### src/spm_pkg.sv
// ----------------------------------------------------------------------------
// spm_pkg: shared types and constants of the subbuffer pool manager
// Field widths, operation codes and status codes.
// ----------------------------------------------------------------------------
package spm_pkg;
  localparam int NumBuffers = 16;
  localparam int RingCap = (NumBuffers < 16) ? NumBuffers : 16;
  localparam int IdxW = 4;
  localparam int LvlW = 5;
  localparam int BytesW = 21;
  localparam int OffW = 20;

  localparam logic [2:0] KIND_RESERVE = 3'd0;
  localparam logic [2:0] KIND_POP     = 3'd1;
  localparam logic [2:0] KIND_PUSH    = 3'd2;
  localparam logic [2:0] KIND_RETURN  = 3'd3;
  localparam logic [2:0] KIND_MARK    = 3'd4;
  localparam logic [2:0] KIND_RELEASE = 3'd5;

  localparam logic [1:0] ST_OK    = 2'd0;
  localparam logic [1:0] ST_EMPTY = 2'd1;
  localparam logic [1:0] ST_FULL  = 2'd2;

  localparam logic [1:0] RT_NOTICE = 2'd0;
  localparam logic [1:0] RT_ANSWER = 2'd1;

  localparam logic [LvlW-1:0] CAP = LvlW'(RingCap);

  typedef logic [IdxW-1:0] idx_t;

  // advance a ring pointer modulo the ring capacity
  function automatic idx_t ring_add(idx_t a, logic [LvlW-1:0] b);
    logic [LvlW:0] s;
    s = {2'b0, a} + {1'b0, b};
    if (s >= {1'b0, CAP}) s = s - {1'b0, CAP};
    if (s >= {1'b0, CAP}) s = s - {1'b0, CAP};
    return s[IdxW-1:0];
  endfunction
endpackage

### src/spm_room_unit.sv
// ----------------------------------------------------------------------------
// spm_room_unit: shared compare/add unit
// Computes the room check for a head buffer and its next fill level.
// ----------------------------------------------------------------------------
module spm_room_unit (
  input  logic [spm_pkg::BytesW-1:0] cap,
  input  logic [spm_pkg::BytesW-1:0] fill,
  input  logic [spm_pkg::BytesW-1:0] req,
  output logic                       fits,
  output logic [spm_pkg::BytesW-1:0] fill_next
);
  import spm_pkg::*;
  logic [BytesW-1:0] room;

  always_comb begin
    room = (cap >= fill) ? cap - fill : '0;
    fits = room >= req;
    fill_next = fill + req;
  end
endmodule

### src/subbuffer_pool_manager_top.sv
// ----------------------------------------------------------------------------
// subbuffer_pool_manager_top: pool of subbuffers in write/read queues
// Sequenced manager of a write queue, a read queue and a busy set.
// ----------------------------------------------------------------------------
// Usage: raise start with kind, request_bytes and buffer_number while busy
// is low; the word is taken at that edge and busy rises the next cycle.
// Each result word shows for one cycle with valid high; last marks the
// final word of the command. The receiver cannot stall.
// Timing: a command is loaded first, then its result words follow. A reserve
// visits one write-queue head per cycle through the shared room unit and
// gives a notice word for each head that it moves; a release searches the
// busy set one entry per cycle. Other commands give a single word. The next
// start is taken at the edge that ends the cycle of the last word.
// Reset (rst, synchronous) restores the pool: capacity 4096, all 16 buffers
// in the write queue with zero fill, read queue and busy set empty. Writing
// register 1 does likewise, keeping capacity, with min(data[4:0],16) buffers.
// Config: cfg_we, cfg_index, cfg_data; write only while busy is low.
// ----------------------------------------------------------------------------
module subbuffer_pool_manager_top (
  input  logic                       clk,
  input  logic                       rst,
  input  logic                       start,
  output logic                       busy,
  input  logic [2:0]                 kind,
  input  logic [spm_pkg::BytesW-1:0] request_bytes,
  input  logic [spm_pkg::IdxW-1:0]   buffer_number,
  input  logic                       cfg_we,
  input  logic                       cfg_index,
  input  logic [spm_pkg::BytesW-1:0] cfg_data,
  output logic                       valid,
  output logic [1:0]                 result_type,
  output logic [1:0]                 status,
  output logic [spm_pkg::IdxW-1:0]   granted_buffer,
  output logic [spm_pkg::OffW-1:0]   write_offset,
  output logic [spm_pkg::LvlW-1:0]   busy_entries,
  output logic                       last
);
  import spm_pkg::*;

  localparam logic [1:0] S_IDLE = 2'd0;
  localparam logic [1:0] S_EXEC = 2'd1;
  localparam logic [1:0] S_SRCH = 2'd2;

  logic [1:0] state;
  logic [BytesW-1:0] cap;

  idx_t write_ring [16];
  idx_t read_ring [16];
  idx_t busy_table [16];
  logic [BytesW-1:0] fill_bytes [16];
  idx_t write_head, read_head;
  logic [LvlW-1:0] write_level, read_level, busy_level;

  logic [2:0] op;
  logic [BytesW-1:0] req;
  idx_t bn;
  logic [LvlW-1:0] srch;

  logic fits;
  logic [BytesW-1:0] fill_next;
  idx_t head_buf;
  logic bn_ok;
  logic [LvlW-1:0] init_n;

  assign head_buf = write_ring[write_head];
  assign bn_ok = {1'b0, bn} < CAP;
  assign busy = (state != S_IDLE);
  assign init_n = (cfg_data[LvlW-1:0] > CAP) ? CAP : cfg_data[LvlW-1:0];

  spm_room_unit u_room (
    .cap      (cap),
    .fill     (fill_bytes[head_buf]),
    .req      (req),
    .fits     (fits),
    .fill_next(fill_next)
  );

  // emit one result word
  task automatic put(input logic [1:0] t, input logic [1:0] s, input idx_t b,
                     input logic [OffW-1:0] o, input logic [LvlW-1:0] bl,
                     input logic l);
    valid <= 1'b1;
    result_type <= t;
    status <= s;
    granted_buffer <= b;
    write_offset <= o;
    busy_entries <= bl;
    last <= l;
  endtask

  always_ff @(posedge clk) begin
    valid <= 1'b0;
    if (rst || (cfg_we && cfg_index == 1'b1 && state == S_IDLE)) begin
      if (rst) begin
        cap <= BytesW'(4096);
        write_level <= CAP;
      end else begin
        write_level <= init_n;
      end
      for (int i = 0; i < 16; i++) begin
        write_ring[i] <= IdxW'(i);
        fill_bytes[i] <= '0;
      end
      write_head <= '0;
      read_head <= '0;
      read_level <= '0;
      busy_level <= '0;
      state <= S_IDLE;
    end else begin
      if (cfg_we && cfg_index == 1'b0) cap <= cfg_data;
      unique case (state)
        S_IDLE: begin
          if (start) begin
            op <= kind;
            req <= request_bytes;
            bn <= buffer_number;
            srch <= '0;
            state <= S_EXEC;
          end
        end
        S_EXEC: begin
          state <= S_IDLE;
          case (op)
            KIND_RESERVE: begin
              if (write_level == '0) begin
                put(RT_ANSWER, ST_EMPTY, '0, '0, busy_level, 1'b1);
              end else if (fits) begin
                fill_bytes[head_buf] <= fill_next;
                put(RT_ANSWER, ST_OK, head_buf, fill_bytes[head_buf][OffW-1:0],
                    busy_level, 1'b1);
              end else begin
                // move the head to the read queue if it has room and keep scanning
                write_head <= ring_add(write_head, LvlW'(1));
                write_level <= write_level - 1'b1;
                if (read_level < CAP) begin
                  read_ring[ring_add(read_head, read_level)] <= head_buf;
                  read_level <= read_level + 1'b1;
                  put(RT_NOTICE, ST_OK, head_buf, '0, busy_level, 1'b0);
                end else begin
                  put(RT_NOTICE, ST_FULL, head_buf, '0, busy_level, 1'b0);
                end
                state <= S_EXEC;
              end
            end
            KIND_POP: begin
              if (read_level == '0) begin
                put(RT_ANSWER, ST_EMPTY, '0, '0, busy_level, 1'b1);
              end else begin
                read_head <= ring_add(read_head, LvlW'(1));
                read_level <= read_level - 1'b1;
                put(RT_ANSWER, ST_OK, read_ring[read_head], '0, busy_level, 1'b1);
              end
            end
            KIND_PUSH: begin
              if (!bn_ok) put(RT_ANSWER, ST_EMPTY, '0, '0, busy_level, 1'b1);
              else if (read_level >= CAP) put(RT_ANSWER, ST_FULL, '0, '0, busy_level, 1'b1);
              else begin
                read_ring[ring_add(read_head, read_level)] <= bn;
                read_level <= read_level + 1'b1;
                put(RT_ANSWER, ST_OK, bn, '0, busy_level, 1'b1);
              end
            end
            KIND_RETURN: begin
              if (!bn_ok) put(RT_ANSWER, ST_EMPTY, '0, '0, busy_level, 1'b1);
              else if (write_level >= CAP) put(RT_ANSWER, ST_FULL, '0, '0, busy_level, 1'b1);
              else begin
                fill_bytes[bn] <= '0;
                write_ring[ring_add(write_head, write_level)] <= bn;
                write_level <= write_level + 1'b1;
                put(RT_ANSWER, ST_OK, bn, '0, busy_level, 1'b1);
              end
            end
            KIND_MARK: begin
              if (!bn_ok) put(RT_ANSWER, ST_EMPTY, '0, '0, busy_level, 1'b1);
              else if (busy_level >= CAP) put(RT_ANSWER, ST_FULL, '0, '0, busy_level, 1'b1);
              else begin
                busy_table[busy_level[IdxW-1:0]] <= bn;
                busy_level <= busy_level + 1'b1;
                put(RT_ANSWER, ST_OK, bn, '0, busy_level + 1'b1, 1'b1);
              end
            end
            KIND_RELEASE: begin
              if (!bn_ok) put(RT_ANSWER, ST_EMPTY, '0, '0, busy_level, 1'b1);
              else state <= S_SRCH;
            end
            default: put(RT_ANSWER, ST_EMPTY, '0, '0, busy_level, 1'b1);
          endcase
        end
        S_SRCH: begin
          // one busy entry per cycle; first match takes the last entry
          if (srch >= busy_level) begin
            put(RT_ANSWER, ST_EMPTY, '0, '0, busy_level, 1'b1);
            state <= S_IDLE;
          end else if (busy_table[srch[IdxW-1:0]] == bn) begin
            busy_table[srch[IdxW-1:0]] <= busy_table[IdxW'(busy_level - 1'b1)];
            busy_level <= busy_level - 1'b1;
            put(RT_ANSWER, ST_OK, bn, '0, busy_level - 1'b1, 1'b1);
            state <= S_IDLE;
          end else begin
            srch <= srch + 1'b1;
          end
        end
        default: state <= S_IDLE;
      endcase
    end
  end
endmodule

### config.mk
export PLATFORM = sky130hd
export DESIGN_NAME = subbuffer_pool_manager_top
export DESIGN_NICKNAME = d
export VERILOG_FILES = /design/src/spm_pkg.sv /design/src/spm_room_unit.sv /design/src/subbuffer_pool_manager_top.sv
export SDC_FILE = /design/constraint.sdc
export NUM_CORES = 1
export LEC_CHECK = 0
export ABC_AREA = 1
export BUFFER_PORTS_ARGS = -buffer_cell sky130_fd_sc_hd__buf_2
export CAP_MARGIN = 10
export CORE_MARGIN = 5
export CORE_UTILIZATION = 40
export DETAILED_ROUTE_END_ITERATION = 8
export GPL_TIMING_DRIVEN = 0
export RECOVER_POWER = 50
export SLEW_MARGIN = 40
export SYNTH_ARGS = -nofsm -noshare
export SYNTH_HDL_FRONTEND = slang
export SYNTH_SLANG_ARGS = --single-unit
export TNS_END_PERCENT = 20
### constraint.sdc
create_clock -name clk -period 14.39 [get_ports clk]
set_clock_uncertainty 0.1 [all_clocks]
set_input_delay 4.317 -clock clk [delete_from_list [all_inputs] [get_ports clk]]
set_output_delay 4.317 -clock clk [all_outputs]
set_load 0.1 [all_outputs]
### Word-level counts from Yosys, hierarchy flattened

Memories as Yosys holds them, arrays and structs flattened. A register that Yosys moved wholly into a read port is not among the register bits.
Cells that the tools add are included.
Widths: inputs -> output; s select.

| word-level totals | value |
|---|---|
| register bits after elaboration | 114 |
| latch bits | 0 |
| RAM bits | 528 |
| bits in read-only memories | 0 |
| input bits | 54 |
| output and inout port bits | 36 |
| logic and storage cells | 297 |
| memories | 4 |

Memory list:

| name | words | bits a word | rd ports | clocked after Yosys merged registers in | wr ports | RTL line | text |
|---|---|---|---|---|---|---|---|
| fill_bytes | 16 | 21 | 1 | 0 | 16 | subbuffer_pool_manager_top.sv:50 | `logic [BytesW-1:0] fill_bytes [16];` |
| busy_table | 16 | 4 | 2 | 1 | 1 | subbuffer_pool_manager_top.sv:49 | `idx_t busy_table [16];` |
| read_ring | 16 | 4 | 1 | 1 | 1 | subbuffer_pool_manager_top.sv:48 | `idx_t read_ring [16];` |
| write_ring | 16 | 4 | 1 | 1 | 16 | subbuffer_pool_manager_top.sv:47 | `idx_t write_ring [16];` |

| operators by class | value |
|---|---|
| $add $sub $neg | 22 |
| $mul | 0 |
| divide/modulo/power cells | 0 |
| order comparisons | 17 |
| equality and inequality tests | 24 |
| shift operators | 0 |
| muxes and demuxes | 177 |
| bitwise logic cells | 5 |
| reduce and logical (&&, ||, !) cells | 30 |

Operators with widths:

| operator | number |
|---|---|
| $mux 6 | 27 |
| $mux 4 | 39 |
| $mux 21 | 6 |
| $mux 5 | 20 |
| $mux 20 | 4 |
| $pmux 20 s2 | 2 |
| $mux 1 | 50 |
| $pmux 5 s2 | 5 |
| $ge 21x21->1 | 2 |
| $ge 6x5->1 const B | 7 |
| $reduce_or 21->1 | 2 |
| $ge 5x5->1 const B | 5 |
| $mux 2 | 12 |
| $pmux 4 s6 | 1 |
| $ne 2x2->1 const B | 11 |
| $add 21x21->21 | 1 |
| $sub 21x21->21 | 1 |
| $add 5x1->5 const B | 4 |
| $sub 4x1->4 const B | 5 |
| $pmux 2 s2 | 4 |
| $pmux 5 s3 | 1 |
| $sub 5x1->5 const B | 3 |
| $add 4x5->6 | 2 |
| $ne 3x3->1 const B | 4 |
| 31 further kinds | 57 |

### Logic depth before layout (Yosys ltp)

Gate-level depths: netlist of run 1.

| logic depth | value |
|---|---|
| word-level depth | 18 |
| mapped depth | 45 |
| depth with buffers taken out | 43 |

### Hierarchy

From an unflattened synthesis of run 1, not the netlist that was laid out.

| unflattened totals | value |
|---|---|
| cell total of the unflattened synthesis | 3880 |
| area total of the unflattened synthesis | 34475.6 um^2 |

By module, submodules not included:

| module | instances | cells an instance | area each (um^2) | sequential area each (um^2) |
|---|---|---|---|---|
| subbuffer_pool_manager_top | 1 | 3241 | 31009.7 | 19248.5 |
| spm_room_unit | 1 | 639 | 3465.8 | 0.0 |

### Worst setup path after synthesis of run 1

OpenSTA, ideal clock, no wires.

| path | value |
|---|---|
| kind | input port to flip-flop |
| start point | input cfg_we |
| end point | register busy_entries[0] (netlist bit) (enable) |
| library setup time | 0.461 ns |
| arrival time | 6.941 ns |
| data required time | 13.829 ns |
| path slack | 6.887 ns |
| stages on the path | 4 |
| buffers on the path | 1 |
| path through | nand3_1 > nand2_1 > clkbuf_1 > nor3_1 |

| on the way | value |
|---|---|
| cells in the longest elaborated chain, start to end | 5 |

RTL lines:

| element | RTL line | text |
|---|---|---|
| start: declaration | subbuffer_pool_manager_top.sv:27 | `input logic cfg_we,` |
| $logic_and 1x1->1 (2 in series) | subbuffer_pool_manager_top.sv:93 | `if (rst \|\| (cfg_we && cfg_index == 1'b1 && state == S_IDLE)) begin` |
| $logic_or 1x1->1 | subbuffer_pool_manager_top.sv:93 |  |
| $not 1->1 (no line) | n/a |  |
| $reduce_and 4->1 (no line) | n/a |  |
| end: declaration | subbuffer_pool_manager_top.sv:35 | `output logic [spm_pkg::LvlW-1:0] busy_entries,` |

Every way passes these cells.
A chain may end at the register's enable or synchronous reset.

==> flow_summary.ini, run 1 <==
[run_status]
status = finished, violations left
violations = capacitance limit, slew limit

[routing]
first_pass_iters = 8
routedWlPerCell_um = 23.0
drc_errors = 0
routed_wl_um = 107000
vias = 25800
initialDrtViolationCount = 2859
avgViaCountPerCell = 5.56
drtAntennaViolNets = 0

[place]
io_buffers = 88
place_worst_setup_slack_ns = 4.32
dp_hpwl_um = 77600
gp_congestion = 0.980

[setup_path]
critPathLaunchType = register
cp_common_cell = nand3_1
worstPathMaxFanout = 21
r2r_cells = 38
crit_arrival_ns = 11.98
cp_slowest_cell = a31oi_1
end_kind = register
cpPeakStageDelay_ns = 0.65
cp_data_required_time_ns = 14.53
crit_type = reg2reg

[power]
swShare_pct = 34.7
p_per_area_nw_per_um2 = 150
seq_power_share_pct = 40.4
clkPwrFrac_pct = 33.1
leakagePower_nw = 14.4
power.internal_w = 0.00362
power_switching_w = 0.00192
comb_power_share_pct = 26.5
peakVddDrop_mv = 0.0818

[layout]
n_antenna_cell = 0
final_cell_mix = 620 x nor2_1, 619 x edfxtp_1, 447 x nand2_1
drive_gt1_share_pct = 10.6
final_common_cell = nor2_1
fin_nets = 3667
syn_to_final_growth_pct = 12.5

[clock_tree]
cts_tree = built
cts_num_sinks = 652
htreeDepth = 3
clk_latency_ns = 0.63
post_cts_resized = 0
root_buffer = clkbuf_16
clkTransAtPathRegs_ns = 0.06
cts.repair_timing.setup_buffer_count = 0
hold_buffers = 0
cts_made_buffers = 74
cts.path.max_buffers = 3

[yosys]
syn_inst = 3340
syn_area_um2 = 32800
syn_nets = 3487
ys_async_sr_fraction_pct = 0
synth.ff_latch_count = 652
ys.flop_type = edfxtp_1
synth_edf_count = 619
synth_cell_types = 58
yosys_warnings = 0
ys_seq_area_share_pct = 58.8
avgSynthCellArea_um2 = 9.81

[sta]
min_period_ns = 11.84
worst-slew-pin-transition_ns = 2.11
max_freq_mhz = 84.4
setup_violations = 0
relSlewSlack_pct = -42.0
period_share_pct = 82.3
slew_violations = 17
hold_violations = 0
setup_slack_ns = 2.55
rsz0062_at_grt = false
tns_ns = 0

[min_path]
hold_path_depth = 2
hold_path.class = reg2reg
holdCritStartpoint = read_level[2]$_SDFFE_PP0P_

[grt]
grt.overflow.total = 0
track_usage_pct = 23.8
grt_antenna_before_repair = 0
grt_pass1_vias = 24400
grt_pass1_wl_um = 156000
grt_max_degree = 22

[floorplan]
rows = 105
core_area_um2 = 81600
fp.dieW_um = 296
io_pins = 90
dieArea_um2 = 87700
start_util_pct = 40.2
die_y_um = 296

[run]
drv_cap = 1
[Yosys cell counts, drive strengths merged (2+ instances only)]
| master | count | area share, % |
|---|---|---|
| nand3 | 193 | 3.1 |
| nor4 | 4 | 0.076 |
| or2 | 80 | 1.5 |
| xnor2 | 13 | 0.35 |
| o21bai | 7 | 0.16 |
| nand3b | 10 | 0.23 |
| nand4 | 21 | 0.42 |
| and2 | 2 | 0.038 |
| nor2 | 636 | 7.4 |
| dfxtp | 33 | 2.0 |
| fa | 6 | 0.37 |
| mux2i | 16 | 0.49 |
| ha | 87 | 3.3 |
| buf | 88 | 1.6 |
| o211ai | 140 | 3.2 |
| o22ai | 38 | 0.73 |
| clkbuf | 102 | 1.2 |
| a211oi | 2 | 0.046 |
| o221ai | 11 | 0.29 |
| a21o | 5 | 0.11 |
| nor3 | 15 | 0.23 |
| a221oi | 2 | 0.053 |
| xor2 | 27 | 0.72 |
| o21ai | 261 | 4.1 |
| edfxtp | 619 | 57 |
| clkinv | 8 | 0.092 |
| inv | 277 | 3.2 |
| nand2 | 467 | 5.4 |
| o311ai | 5 | 0.13 |
| a31oi | 7 | 0.13 |
| a21oi | 148 | 2.3 |
[power by group through the flow]
| stage | clock (W) | combinational (W) | sequential, W |
|---|---|---|---|
| after global routing | 0.00193 | 0.00157 | 0.00225 |
| after CTS | 0.00186 | 0.00144 | 0.00224 |
| after detailed placement | 0 | 0.00144 | 0.00228 |
| final | 0.00184 | 0.00147 | 0.00224 |
| after floorplan | 0 | 0.000862 | 0.00232 |
| after global placement | 0 | 0.00142 | 0.00228 |
[worst paths after layout]
path,slack [ns],endpoint
max reg2reg,2.55,fill_bytes[6][0]$_SDFFCE_PN0P_
max,2.55,fill_bytes[6][0]$_SDFFCE_PN0P_
min reg2reg,0.43,read_level[2]$_SDFFE_PP0P_
min,0.43,read_level[2]$_SDFFE_PP0P_
[per-layer routing]
metal,GRT usage [%],share of wire (%),vias to the layer above
met4,8.28,3.7,0
met3,4.46,9.4,238
li1,-,-,11900
met2,38.0,45,1257
met5,0,0,-
met1,32.8,42,12400
[worst max-delay path, delay by kind of cell (launching register included)]
family / cells / cell delay [ns]
buf+inv: 13 / 4.37
simple gates: 18 / 3.91
compound gates: 5 / 2.03
fa+ha+maj: 2 / 0.68
flops: 1 / 0.30
[kinds of logic (layout without fill, tap and decap cells)]
group | count (synthesis) | count (layout) | share of synthesized area, %
simple gates | 1430 | 1430 | 18.6
flops | 652 | 652 | 58.8
mux | 16 | 16 | 0.489
xor+xnor | 40 | 40 | 1.07
fa+ha+maj | 93 | 93 | 3.69
other cells | 1 | 1 | 0.0114
buf+inv | 475 | 711 | 6.03
compound gates | 633 | 633 | 11.4
[flip-flops by register name, summed over array words and instances, names as in the netlist, named ones only]
register,count
fill_bytes,336
busy_table,64
read_ring,64
write_ring,64
cap,21
req,21
write_offset,20
busy_entries,5
busy_level,5
read_level,5
srch,5
write_level,5
bn,4
granted_buffer,4
read_head,4
write_head,4
op,3
state,2
status,2
result_type,1
valid,1
[through the flow]
stage | util (%) | hold slack (ns) | cells | area, um^2 | total power, W
final | 45.2 | 0.430 | 4646 | 36900 | 0.00554
after global routing | 45.2 | 0.457 | 4646 | 36900 | 0.00574
after CTS | 45.5 | 0.429 | 4646 | 37100 | 0.00554
after detailed placement | 42.6 | 0.413 | 4514 | 34800 | 0.00371
after global placement | 42.3 | 0.416 | 4498 | 34500 | 0.00370
after floorplan | - | 0.365 | 3340 | 32800 | 0.00318
[final cells by class]
class                      instances  area [um^2]
multi-input combinational       2213        11500
fill                            7765        44700
sequential                       652        19200
inverter                         285         1070
tap                             1070         1340
clock inverter                    31          273
clock buffer                     101         2060
buffer                           190          880
timing repair buffer             104          453
Power figures use the tool's default switching activity.
==> run 2, diff against run 1 <==
Settings changed: ABC_AREA 1 to 0.
Clock period 14.39 ns to 10.8 ns, I/O delays scaled along.
==> flow_summary.ini, run 2 <==
[run_status]
status = finished, violations left
violations = capacitance limit, slew limit

[place]
place_inst = 3926
gp_congestion = 0.911
io_buffers = 88
dp_hpwl_um = 72200

[grt]
grt_pass1_vias = 22700
grt_antenna_before_repair = 3
grt.overflow.total = 0
grt_max_degree = 22
track_usage_pct = 21.8
grt_pass1_wl_um = 144000

[yosys]
yosysTopAreaCell = edfxtp_1
synth_cell_types = 76
synth_most_common_cell = edfxtp_1
synth.area.mux_share_pct = 6.84
synth_top_family_by_area = simple AND/OR/NAND/NOR gates
syn_inst = 2761
synthTopCellsByCount = 619 x edfxtp_1, 447 x nor2_1, 311 x nand2_1
ys_top_cells_by_area = edfxtp_1 57%, mux4_2 5.2%, nor2_1 5.2%
syn_area_um2 = 32400
ys.flop_type = edfxtp_1
synth_edf_count = 619
synth_compound_area_share_pct = 10.2
synth_xor_area_share_pct = 1.75
synth_top_area_share_pct = 57.4
synth.ff_latch_count = 652
ys_async_sr_fraction_pct = 0
syn_nets = 2908
synth_fa_ha_area_share_pct = 3.73
ys_seq_area_share_pct = 59.5
yosys.area_share.simple_pct = 14.7
yosys_warnings = 0
avgSynthCellArea_um2 = 11.7

[setup_path]
r2r_setup_slack_ns = 0.44
crit_arrival_ns = 10.54
end_kind = register
worstPathMaxFanout = 21
r2r_end = fill_bytes[11][1]$_SDFFCE_PN0P_
crit_family = compound AO/OA/AOI/OAI gates
crit_buf_inv = 5
cp_slowest_cell = clkbuf_1
cp_common_cell = a21oi_1
cpPeakStageDelay_ns = 0.75
cp_data_required_time_ns = 10.98
r2r_cells = 31
critPathLaunchType = register
crit_type = reg2reg

[routing]
drc_errors = 0
routedWlPerCell_um = 23.8
avgViaCountPerCell = 5.73
vias = 23200
drtAntennaViolNets = 0
initialDrtViolationCount = 2557
first_pass_iters = 6
routed_wl_um = 96600

[layout]
regMostFlops = fill_bytes
final_cell_mix = 619 x edfxtp_1, 447 x nor2_1, 293 x nand2_1
final_cells = 4049
fin_nets = 3085
post-route-util_pct = 45.7
largest_reg_flops = 336
syn_to_final_growth_pct = 13.5
n_antenna_cell = 0
drive_gt1_share_pct = 11.5
fillCellCount = 7387
final_common_cell = edfxtp_1

[power]
p_per_area_nw_per_um2 = 177
power.total_w = 0.00651
peakVddDrop_mv = 0.139
leakagePower_nw = 12.8

[floorplan]
core_area_um2 = 80400
fp.dieW_um = 294
die_y_um = 294
dieArea_um2 = 86700
io_pins = 90
rows = 104
start_util_pct = 40.3

[clock_tree]
cts_made_buffers = 69
clkTransAtPathRegs_ns = 0.06
cts_tree = built
hold_buffers = 0
clk_latency_ns = 0.63
cts.repair_timing.setup_buffer_count = 0
root_buffer = clkbuf_16
cts.path.max_buffers = 3
cts_num_sinks = 652
htreeDepth = 3

[sta]
setup_violations = 0
slew_violations = 29
min_period_ns = 10.36
worst-slew-pin-transition_ns = 1.69
relSlewSlack_pct = -13.6
hold_violations = 0
period_share_pct = 95.9
max_freq_mhz = 96.5

[min_path]
hold_path.class = reg2reg
holdCritStartpoint = state[1]$_SDFFE_PP0P_
hold_path_depth = 2
hold_path_end = state[1]$_SDFFE_PP0P_

[run]
drv_cap = 3
[run 2: cell types whose count changed after synthesis, moves of 137 or more]
cell      before  now
o21ai_0      245   52
o211ai_1     139    2
nand2_1      462  311
nor2_1       619  447
inv_1        249   84
nand3_1      185   26
[run 2: worst max path at each step]
stage / start / depth (start not counted) / slack [ns] / end
2_1_floorplan: cfg_we / 3 / 1.47 / busy_entries[0]$_DFFE_PP_
3_3_place_gp: cfg_we / 4 / -2.57 / write_offset[16]$_SDFFCE_PP0P_
3_5_place_dp: register / 32 / -0.95 / fill_bytes[12][18]$_SDFFCE_PN0P_
4_1_cts: register / 29 / 0.005 / fill_bytes[15][18]$_SDFFCE_PN0P_
5_1_grt: register / 32 / -0.18 / fill_bytes[14][19]$_SDFFCE_PN0P_
6_report: register / 31 / 0.44 / fill_bytes[11][1]$_SDFFCE_PN0P_
[run 2: repair_timing]
item / CTS / global route
resized for setup: 24 / 35
pin swaps: 0 / 0
setup endpoints to repair: 483 / 477
cloned: 0 / 1
[run 2: stage by stage]
stage                     setup TNS [ns]  cell area, um^2  hold slack, ns  worst slack (ns)
final                                  0            36800           0.396             0.438
after global routing              -24.36            36800           0.415            -0.184
after CTS                              0            36800           0.396           0.00496
after detailed placement         -284.30            34400           0.388            -0.950
after global placement           -725.75            34100           0.366             -2.57
after floorplan                        0            32400           0.351              1.47
[run 2: cell type report]
type / count / area, um^2 / area share, %
Timing Repair Buffer: 106 / 482 / 1.31
Inverter: 86 / 323 / 0.878
Multi-Input combinational cell: 1847 / 12300 / 33.6
Sequential cell: 652 / 19200 / 52.4
Clock buffer: 80 / 1830 / 4.98
Tap cell: 1060 / 1330 / 3.61
Clock inverter: 42 / 455 / 1.24
Buffer: 176 / 756 / 2.06
[run 2: where the power goes]
group	switching, W	total, W	internal [W]
Combinational	0.000834	0.00117	0.000332
Sequential	0.0000449	0.00292	0.00288
Clock	0.00103	0.00243	0.00140
Total	0.00191	0.00651	0.00460
[run 2: worst register-to-register path, delay by kind of cell (launching register included)]
kind,cells,cell delay [ns]
buffers and inverters,5,1.86
adder cells (fa/ha/maj),3,1.05
multiplexers,3,0.94
flip-flops,1,0.46
AND/OR/NAND/NOR,8,1.99
AO/OA/AOI/OAI,12,3.61
[run 2: cell families after synthesis]
| logic type | after synthesis |
|---|---|
| muxes | 124 |
| and+or+nand+nor | 1077 |
| xor gates and xnor gates | 63 |
| other | 1 |
| AOI/OAI and AO/OA | 488 |
| adders and majority gates | 93 |
| DFF | 652 |
| buffers and inverters | 263 |
[run 2: metal layers]
| layer | part of all wire, % | track usage (%) | routed length [um] |
|---|---|---|---|
| met5 | 0 | 0 | 0 |
| met4 | 2.8 | 5.94 | 2670 |
| met3 | 8.0 | 3.47 | 7760 |
| met2 | 47 | 35.4 | 45400 |
| met1 | 42 | 30.7 | 40700 |
